**config.mk**
```make
export PLATFORM = sky130hd
export DESIGN_NAME = sorted_table_insert_remove_unit
export DESIGN_NICKNAME = d
export VERILOG_FILES = /design/src/rtl/core/stst_pkg.sv /design/src/rtl/core/stst_cell.sv /design/src/rtl/core/sorted_table_insert_remove_unit.sv
export SDC_FILE = /design/constraint.sdc
export NUM_CORES = 2
export LEC_CHECK = 0
export ABC_AREA = 1
export ABC_CLOCK_PERIOD_IN_PS = 4100
export BUFFER_PORTS_ARGS = -buffer_cell sky130_fd_sc_hd__buf_2
export CORE_MARGIN = 4
export CORE_UTILIZATION = 42
export CTS_CLUSTER_DIAMETER = 60
export DETAILED_ROUTE_END_ITERATION = 8
export PLACE_DENSITY_LB_ADDON = 0.08
export SYNTH_ARGS = -nofsm -noshare
export SYNTH_HDL_FRONTEND = slang
export SYNTH_HIERARCHICAL = 1
export SYNTH_SLANG_ARGS = --single-unit
```
**constraint.sdc**
```tcl
create_clock -name clk -period 4.1 [get_ports clk]
set_input_delay 0.41 -clock clk [delete_from_list [all_inputs] [get_ports clk]]
set_output_delay 0.41 -clock clk [all_outputs]
set_load 0.01 [all_outputs]
```
**src/rtl/core/stst_pkg.sv**
```systemverilog
// Package for the sorted table insert/remove unit.
// Holds the shared types, status and kind codes, and the control state type.
// No dependencies.
package stst_pkg;

  localparam int unsigned VALUE_W  = 32;
  localparam int unsigned STATUS_W = 2;
  localparam int unsigned OUTCNT_W = 5;

  typedef logic signed [VALUE_W-1:0] value_t;

  typedef enum logic [STATUS_W-1:0] {
    ST_INSERTED  = 2'd0,
    ST_REMOVED   = 2'd1,
    ST_NOT_FOUND = 2'd2,
    ST_FULL      = 2'd3
  } status_t;

  typedef enum logic {
    KIND_INSERT = 1'b0,
    KIND_REMOVE = 1'b1
  } kind_t;

  typedef enum logic [1:0] {
    CTL_IDLE,
    CTL_COMPARE,
    CTL_COMMIT
  } ctl_state_t;

  // Control broadcast to every cell of the chain.
  typedef struct packed {
    logic compare;   // capture compare flags against the held item
    logic insert;    // apply an insert shift
    logic remove;    // apply a remove shift
  } cell_ctrl_t;

  // Status a cell shows to its neighbors and to the top level.
  typedef struct packed {
    logic used;      // cell holds an entry
    logic gt;        // entry above item, or cell empty
    logic ge;        // cell used and entry at or above item
    logic eq;        // cell used and entry equal to item
  } cell_flags_t;

endpackage

```
**src/rtl/core/stst_cell.sv**
```systemverilog
// One cell of the sorted table chain: one entry, its occupancy and compare flags.
// Depends on stst_pkg.
module stst_cell (
  input  logic                 clk,
  input  logic                 rst,
  input  stst_pkg::cell_ctrl_t ctrl,
  input  stst_pkg::value_t     item,
  input  stst_pkg::value_t     left_entry,
  input  stst_pkg::cell_flags_t left_flags,
  input  stst_pkg::value_t     right_entry,
  input  stst_pkg::cell_flags_t right_flags,
  output stst_pkg::value_t     entry,
  output stst_pkg::cell_flags_t flags
);

  logic used;
  logic gt;
  logic ge;
  logic eq;

  assign flags = '{used: used, gt: gt, ge: ge, eq: eq};

  always_ff @(posedge clk) begin
    if (rst) begin
      used <= 1'b0;
    end else if (ctrl.insert) begin
      used <= used | left_flags.used;
    end else if (ctrl.remove) begin
      used <= right_flags.used;
    end
  end

  always_ff @(posedge clk) begin
    if (ctrl.compare) begin
      gt <= !used || (entry > item);
      ge <= used && (entry >= item);
      eq <= used && (entry == item);
    end
  end

  // Entries at or past the insert point move up one; past the removed one move down.
  always_ff @(posedge clk) begin
    if (ctrl.insert && gt) begin
      entry <= left_flags.gt ? left_entry : item;
    end else if (ctrl.remove && ge) begin
      entry <= right_entry;
    end
  end

endmodule

```
**src/rtl/core/sorted_table_insert_remove_unit.sv**
```systemverilog
// Sorted table insert/remove unit: a chain of CAPACITY cells kept in ascending order.
// An accepted word is held, compare flags are registered in the compare state, and the
// result is registered in the commit state once the output is free. A new word is taken
// only when idle or at commit, after every cell of the chain has compared and shifted.
// Reset (rst, synchronous): table empty, no result pending, input ready.
// Depends on stst_pkg and stst_cell.
module sorted_table_insert_remove_unit #(
  parameter int unsigned CAPACITY = 16
) (
  input  logic        clk,
  input  logic        rst,
  input  logic        s_tvalid,
  output logic        s_tready,
  input  logic [31:0] s_tdata,   // [31:0] item_value
  input  logic        s_tuser,   // [0] kind
  output logic        m_tvalid,
  input  logic        m_tready,
  output logic [39:0] m_tdata,   // [31:0] removed_value, [36:32] stored_count, [39:37] zero
  output logic [1:0]  m_tuser    // [1:0] status
);

  localparam int unsigned CNT_W = $clog2(CAPACITY + 1);

  stst_pkg::ctl_state_t  state;
  stst_pkg::ctl_state_t  state_next;
  stst_pkg::cell_ctrl_t  ctrl;
  stst_pkg::value_t      item;
  stst_pkg::kind_t       kind;
  logic [CNT_W-1:0]      count;
  logic [CNT_W-1:0]      count_next;

  stst_pkg::value_t      entry_w [CAPACITY];
  stst_pkg::cell_flags_t flag_w  [CAPACITY];
  logic [CAPACITY-1:0]   eq_vec;

  logic                  found;
  logic                  full;
  logic                  out_free;
  logic                  accept;
  logic                  commit;
  stst_pkg::status_t     status_next;

  stst_pkg::status_t     status_q;
  stst_pkg::value_t      removed_q;
  logic [stst_pkg::OUTCNT_W-1:0] stored_q;

  assign out_free = !m_tvalid || m_tready;
  assign accept   = s_tvalid && s_tready;
  assign commit   = (state == stst_pkg::CTL_COMMIT) && out_free;
  assign full     = (count == CNT_W'(CAPACITY));
  assign found    = |eq_vec;

  // Cell chain
  for (genvar i = 0; i < CAPACITY; i++) begin : g_cell
    stst_pkg::value_t      l_entry;
    stst_pkg::cell_flags_t l_flags;
    stst_pkg::value_t      r_entry;
    stst_pkg::cell_flags_t r_flags;

    if (i == 0) begin : g_head
      assign l_entry = '0;
      assign l_flags = '{used: 1'b1, gt: 1'b0, ge: 1'b0, eq: 1'b0};
    end else begin : g_mid
      assign l_entry = entry_w[i-1];
      assign l_flags = flag_w[i-1];
    end

    if (i == CAPACITY - 1) begin : g_tail
      assign r_entry = '0;
      assign r_flags = '{used: 1'b0, gt: 1'b1, ge: 1'b0, eq: 1'b0};
    end else begin : g_body
      assign r_entry = entry_w[i+1];
      assign r_flags = flag_w[i+1];
    end

    stst_cell u_cell (
      .clk         (clk),
      .rst         (rst),
      .ctrl        (ctrl),
      .item        (item),
      .left_entry  (l_entry),
      .left_flags  (l_flags),
      .right_entry (r_entry),
      .right_flags (r_flags),
      .entry       (entry_w[i]),
      .flags       (flag_w[i])
    );

    assign eq_vec[i] = flag_w[i].eq;
  end

  // Next state
  always_comb begin
    state_next = state;
    unique case (state)
      stst_pkg::CTL_IDLE: begin
        if (accept) state_next = stst_pkg::CTL_COMPARE;
      end
      stst_pkg::CTL_COMPARE: begin
        state_next = stst_pkg::CTL_COMMIT;
      end
      stst_pkg::CTL_COMMIT: begin
        if (accept) state_next = stst_pkg::CTL_COMPARE;
        else if (commit) state_next = stst_pkg::CTL_IDLE;
      end
      default: state_next = stst_pkg::CTL_IDLE;
    endcase
  end

  // Outputs of the control
  always_comb begin
    s_tready     = 1'b0;
    ctrl.compare = 1'b0;
    ctrl.insert  = 1'b0;
    ctrl.remove  = 1'b0;
    unique case (state)
      stst_pkg::CTL_IDLE: begin
        s_tready = 1'b1;
      end
      stst_pkg::CTL_COMPARE: begin
        ctrl.compare = 1'b1;
      end
      stst_pkg::CTL_COMMIT: begin
        s_tready    = out_free;
        ctrl.insert = commit && (kind == stst_pkg::KIND_INSERT) && !full;
        ctrl.remove = commit && (kind == stst_pkg::KIND_REMOVE) && found;
      end
      default: begin
        s_tready = 1'b0;
      end
    endcase
  end

  always_comb begin
    count_next = count;
    if (ctrl.insert) begin
      count_next = count + CNT_W'(1);
    end else if (ctrl.remove) begin
      count_next = count - CNT_W'(1);
    end
  end

  always_comb begin
    priority if (kind == stst_pkg::KIND_INSERT) begin
      status_next = full ? stst_pkg::ST_FULL : stst_pkg::ST_INSERTED;
    end else begin
      status_next = found ? stst_pkg::ST_REMOVED : stst_pkg::ST_NOT_FOUND;
    end
  end

  always_ff @(posedge clk) begin
    if (rst) begin
      state    <= stst_pkg::CTL_IDLE;
      count    <= '0;
      m_tvalid <= 1'b0;
    end else begin
      state <= state_next;
      count <= count_next;
      if (commit) begin
        m_tvalid <= 1'b1;
      end else if (m_tready) begin
        m_tvalid <= 1'b0;
      end
    end
  end

  // Hold the accepted word for the compare and shift cycles
  always_ff @(posedge clk) begin
    if (accept) begin
      item <= stst_pkg::value_t'(s_tdata);
      kind <= stst_pkg::kind_t'(s_tuser);
    end
  end

  always_ff @(posedge clk) begin
    if (commit) begin
      status_q  <= status_next;
      removed_q <= ctrl.remove ? item : '0;
      stored_q  <= stst_pkg::OUTCNT_W'(count_next);
    end
  end

  assign m_tdata = {3'b000, stored_q, removed_q};
  assign m_tuser = status_q;

endmodule

```
**After elaboration in Yosys (flattened, before gate mapping)**

Cells that the tools add are included.

- Bits in registers: 656
- Latch bits: 0
- Bits in writable memories: 0
- Bits in read-only memories: 0
- Input port bits: 37
- Output and inout bits: 44
- Memories kept: 0

- Add/sub/neg operators: 2
- Multipliers: 0
- Div/mod/pow operators: 0
- $lt $le $gt $ge: 32
- Eq/ne operators: 21
- Shift-type cells: 0
- Mux-type cells: 93
- Bitwise operators: 16
- Reduce and logical (&&, ||, !) cells: 126

Operators with widths:

| cell | count |
|---|---|
| 2-to-1 mux 32 bit | 47 |
| == test 32 bit | 16 |
| >= comparator 32 bit | 16 |
| > comparator 32 bit | 16 |
| logical AND 1 bit | 70 |
| nonzero test 2 bit | 18 |
| 2-to-1 mux 1 bit | 35 |
| zero test 1 bit | 18 |
| logical OR 1 bit | 17 |
| OR reduction 16 bit | 1 |
| OR 1 bit | 15 |
| 2-to-1 mux 2 bit | 7 |
| 2-to-1 mux 5 bit | 2 |
| case mux 2 bit (3 select lines) | 1 |
| adder 5 x 1 -> 5 bit (second input constant) | 1 |
| == test 5 bit (second input constant) | 1 |
| subtractor 5 x 1 -> 5 bit (second input constant) | 1 |
| inequality test 3 bit (second input constant) | 1 |
| == test 2 x 1 -> 1 bit (second input constant) | 1 |
| == test 2 bit (second input constant) | 1 |
| zero test 2 bit | 1 |
| inequality test 2 bit (second input constant) | 1 |
| case mux 1 bit (2 select lines) | 1 |
| AND reduction 2 bit | 1 |
| NOT 1 bit | 1 |

**Longest topological paths before layout**

- Word-level depth: 9
- Mapped depth: 16

**By module**

The synthesis kept the hierarchy.

Modules (own cells, without submodules):

| module | times used | cells each | area an instance (um^2) | sequential area each (um^2) |
|---|---|---|---|---|
| stst_cell | 16 | 347 | 2,708.8 | 1,071.0 |
| sorted_table_insert_remove_unit | 1 | 250 | 3,269.4 | 2,322.2 |

**Worst setup path before layout**

No wires, ideal clock.

- Kind: reg2reg
- Start point: register count[0]
- End point: register g_cell[0].u_cell.entry[0] (enable)
- Arrival: 2.670 ns
- Data required time: 3.711 ns
- Slack: 1.041 ns
- Cell stages (with the launch flop): 9
- Buffers on the path: 1
- Cells stage by stage: dfxtp_1 inv_1 ha_1 nand3_2 nand2_2 nor2_4 nand2_1 clkbuf_1 nand2_1

RTL lines:

| what | line | RTL |
|---|---|---|
| start: declaration | sorted_table_insert_remove_unit.sv:29 | `logic [CNT_W-1:0] count;` |
| start signal: assignment | sorted_table_insert_remove_unit.sv:158 | `count <= count_next;` |
| end signal: assignment | stst_cell.sv:44 | `entry <= left_flags.gt ? left_entry : item;` |
| end signal: assignment | stst_cell.sv:46 | `entry <= right_entry;` |
| end: declaration | stst_cell.sv:12 | `output stst_pkg::value_t entry,` |

==> impl_results.md <==
* Min Tclk post-route at 3.10 ns
* Fill cells at 10900
* # Post-CTS Setup Buffers at 0
* Die ar. at 116000 sq um
* Total iterations of the first detailed-routing run at 6
* Max Cap Viol at 0
* Grt ovf at 0
* Status: completed
* Root Buffer: clkbuf_16
* Core area at 109000 sq um
* Overall Global Routing Usage at 23.1%
* Syn-to-layout area delta at 12.3%
* Max transition margin at 15.6%
* Die Ht at 341 microns
* Critical path class: register to register
* Post-DP HPWL at 100 mm
* Vias in the first global route at 38200
* Worst Setup End Kind: register
* First-pass GRT wire length at 217 mm
* # DRC at 0
* Psw at 5.64 mW
* RSZ-0062 raised after global routing: false
* Drt total wl at 136 mm
* Row count at 121
* WL met1 at 68.6 mm
* TNS Setup at 0 ns
* Synthesized area at 46500 sq um
* Initial antenna violation count at 0
* Syn Inst Count at 5785
* Worst R2R End: g_cell[6].u_cell/entry[8]
* PwrDens at 379 nW/um^2
* Hold Path Stages at 4
* Initial DRC count at 3022
* Via Count at 38900
* Antenna Diode Count at 0
* Fin. max-slew vios at 0
* Die X at 341 microns
* Hold Fails Final Rpt at 0
* Hold Path Class: primary input to register
* Reg-to-reg slack, setup at 1.00 ns
* CP arrival at 3.59 ns
* Worst R2R Path Depth at 10
* Synth warnings at 6
* I/O pin count at 81
* Largest net degree at the start of global routing at 40
* Final setup viols at 0
* Final core occ at 47.8%
* Leak at 24.6 nW
* CTS Buffer Depth at 3
* Num CTS Buffers at 98
* Worst-Margin Slew at 1.27 ns
* WL met3 at 6.20 mm
* Port bufs at 77
* PostCTS Resize Cnt at 0
* GPL Wtd Cong at 0.820
* Met2 wire len at 59.1 mm
* Max Freq at 323 MHz
* Share of total power in combinational logic at 15.2%
* CTS tree: done
* Final antenna-violating net count at 0
* Max IR drop VDD at 0.321 mV
* H-Tree Depth at 3
* Reg power frac at 40.7%
* Syn_area_per_cell at 8.04 sq um
* Top layer reached by signal wires: met4
* Initial Utilization at 42.5%
* Final Cycle Share at 75.6%
* Hold worst-path end: m_tvalid
* Vias/cell at 5.21
* Clock Power Share at 44.0%
* Crit path max fanout at 32
* Clock transition at the registers of the reported paths at 0.05 ns
* Clk_skew at 0.0227 ns
* Internal Pwr Total at 14.1 mW
* Critical Path RT at 4.59 ns
* Worst-Skew Late Latency at 0.68 ns
* Switching fraction of total power at 28.5%
* Layout cells sized above 1 at 10.5%
* Worst Min Path Start: m_tready
* CTS Sinks at 656
* WL per Instance at 18.2 microns
* RR Startpoint: count[0]
* NumNets Final at 6472
* Startpoint Class: register
==> layer usage <==
metal,vias to the layer above,GRT usage [%]
li1,19400,-
met2,824,35.8
met4,0,4.84
met1,18500,34.8
met5,-,0
met3,152,2.80
==> power groups by stage <==
stage | sequential (mW) | clock, mW | combinational, mW
after floorplan | 8.18 | 0 | 2.06
after global placement | 8.20 | 0 | 2.87
after detailed placement | 8.19 | 0 | 2.96
after CTS | 8.06 | 8.91 | 3.00
after global routing | 8.09 | 9.21 | 3.47
final | 8.05 | 8.71 | 3.02
==> worst max-delay path by stage <==
stage / from / to / slack, ns
after floorplan: count[0] / g_cell[0].u_cell/entry[0] / 1.04
after global routing: count[0] / g_cell[4].u_cell/entry[14] / 0.86
after detailed placement: count[0] / g_cell[6].u_cell/entry[6] / 1.09
after global placement: count[0] / g_cell[6].u_cell/entry[9] / 1.10
final: count[0] / g_cell[6].u_cell/entry[8] / 1.00
after CTS: count[0] / g_cell[6].u_cell/entry[8] / 1.06
==> through the flow <==
stage | setup slack [ns] | hold WS [ns] | total power [mW] | cell area (sq um) | std cells
after detailed placement | 1.09 | 0.460 | 11.2 | 48600 | 7263
after global routing | 0.865 | 0.0729 | 20.8 | 52200 | 7478
after floorplan | 1.04 | 0.438 | 10.2 | 46700 | 5853
after CTS | 1.06 | 0.0357 | 20.0 | 52200 | 7478
final | 1.00 | 0.0841 | 19.8 | 52200 | 7478
after global placement | 1.10 | 0.468 | 11.1 | 48600 | 7263
==> flip-flops by register name, summed over array words and instances, names as in the netlist <==
name / count
item: 32
g_cell.u_cell/ge: 16
g_cell.u_cell/eq: 16
stored_q: 5
m_tuser: 2
kind: 1
count: 5
state: 2
g_cell.u_cell/entry: 512
removed_q: 32
m_tvalid: 1
g_cell.u_cell/used: 16
g_cell.u_cell/gt: 16
==> worst max-delay path, cell delays in order, from the launching register on <==
cell	delay, ns
dfxtp_1	0.34
inv_1	0.09
ha_1	0.26
nand3_2	0.10
nand2_2	0.07
nor2_4	0.58
nand2_1	0.36
buf_4	0.32
inv_2	0.48
nor2_1	0.09
a21oi_1	0.18
==> placed cells by master, fill, tap and decap left out, types with 34 or more instances in the layout <==
cell / instances
o21ai_0: 34
nand3_1: 89
nor3_1: 48
nand2_1: 1259
nor2_1: 666
nand2_2: 40
nor2_2: 46
ha_1: 514
edfxtp_1: 632
dlygate4sd3_1: 34
buf_2: 77
inv_1: 651
inv_2: 114
a21oi_1: 1233
conb_1: 70
clkbuf_16: 100
buf_4: 117
==> what timing repair did <==
item                                   in CTS  in global routing
setup endpoints to repair                   0                  0
hold buffers                               34                  0
endpoints found under the hold margin      34                  0
==> layout make-up <==
class	instances	area [sq um]	share of cell area [%]
Clock inverter	55	663	1.27
Timing Repair Buffer	232	1680	3.23
Sequential cell	656	19500	37.3
Clock buffer	126	2640	5.06
Tap cell	1476	1850	3.54
Inverter	782	2940	5.63
Multi-Input combinational cell	4151	23000	44.0
No activity file was read; power rests on OpenSTA's default activity.
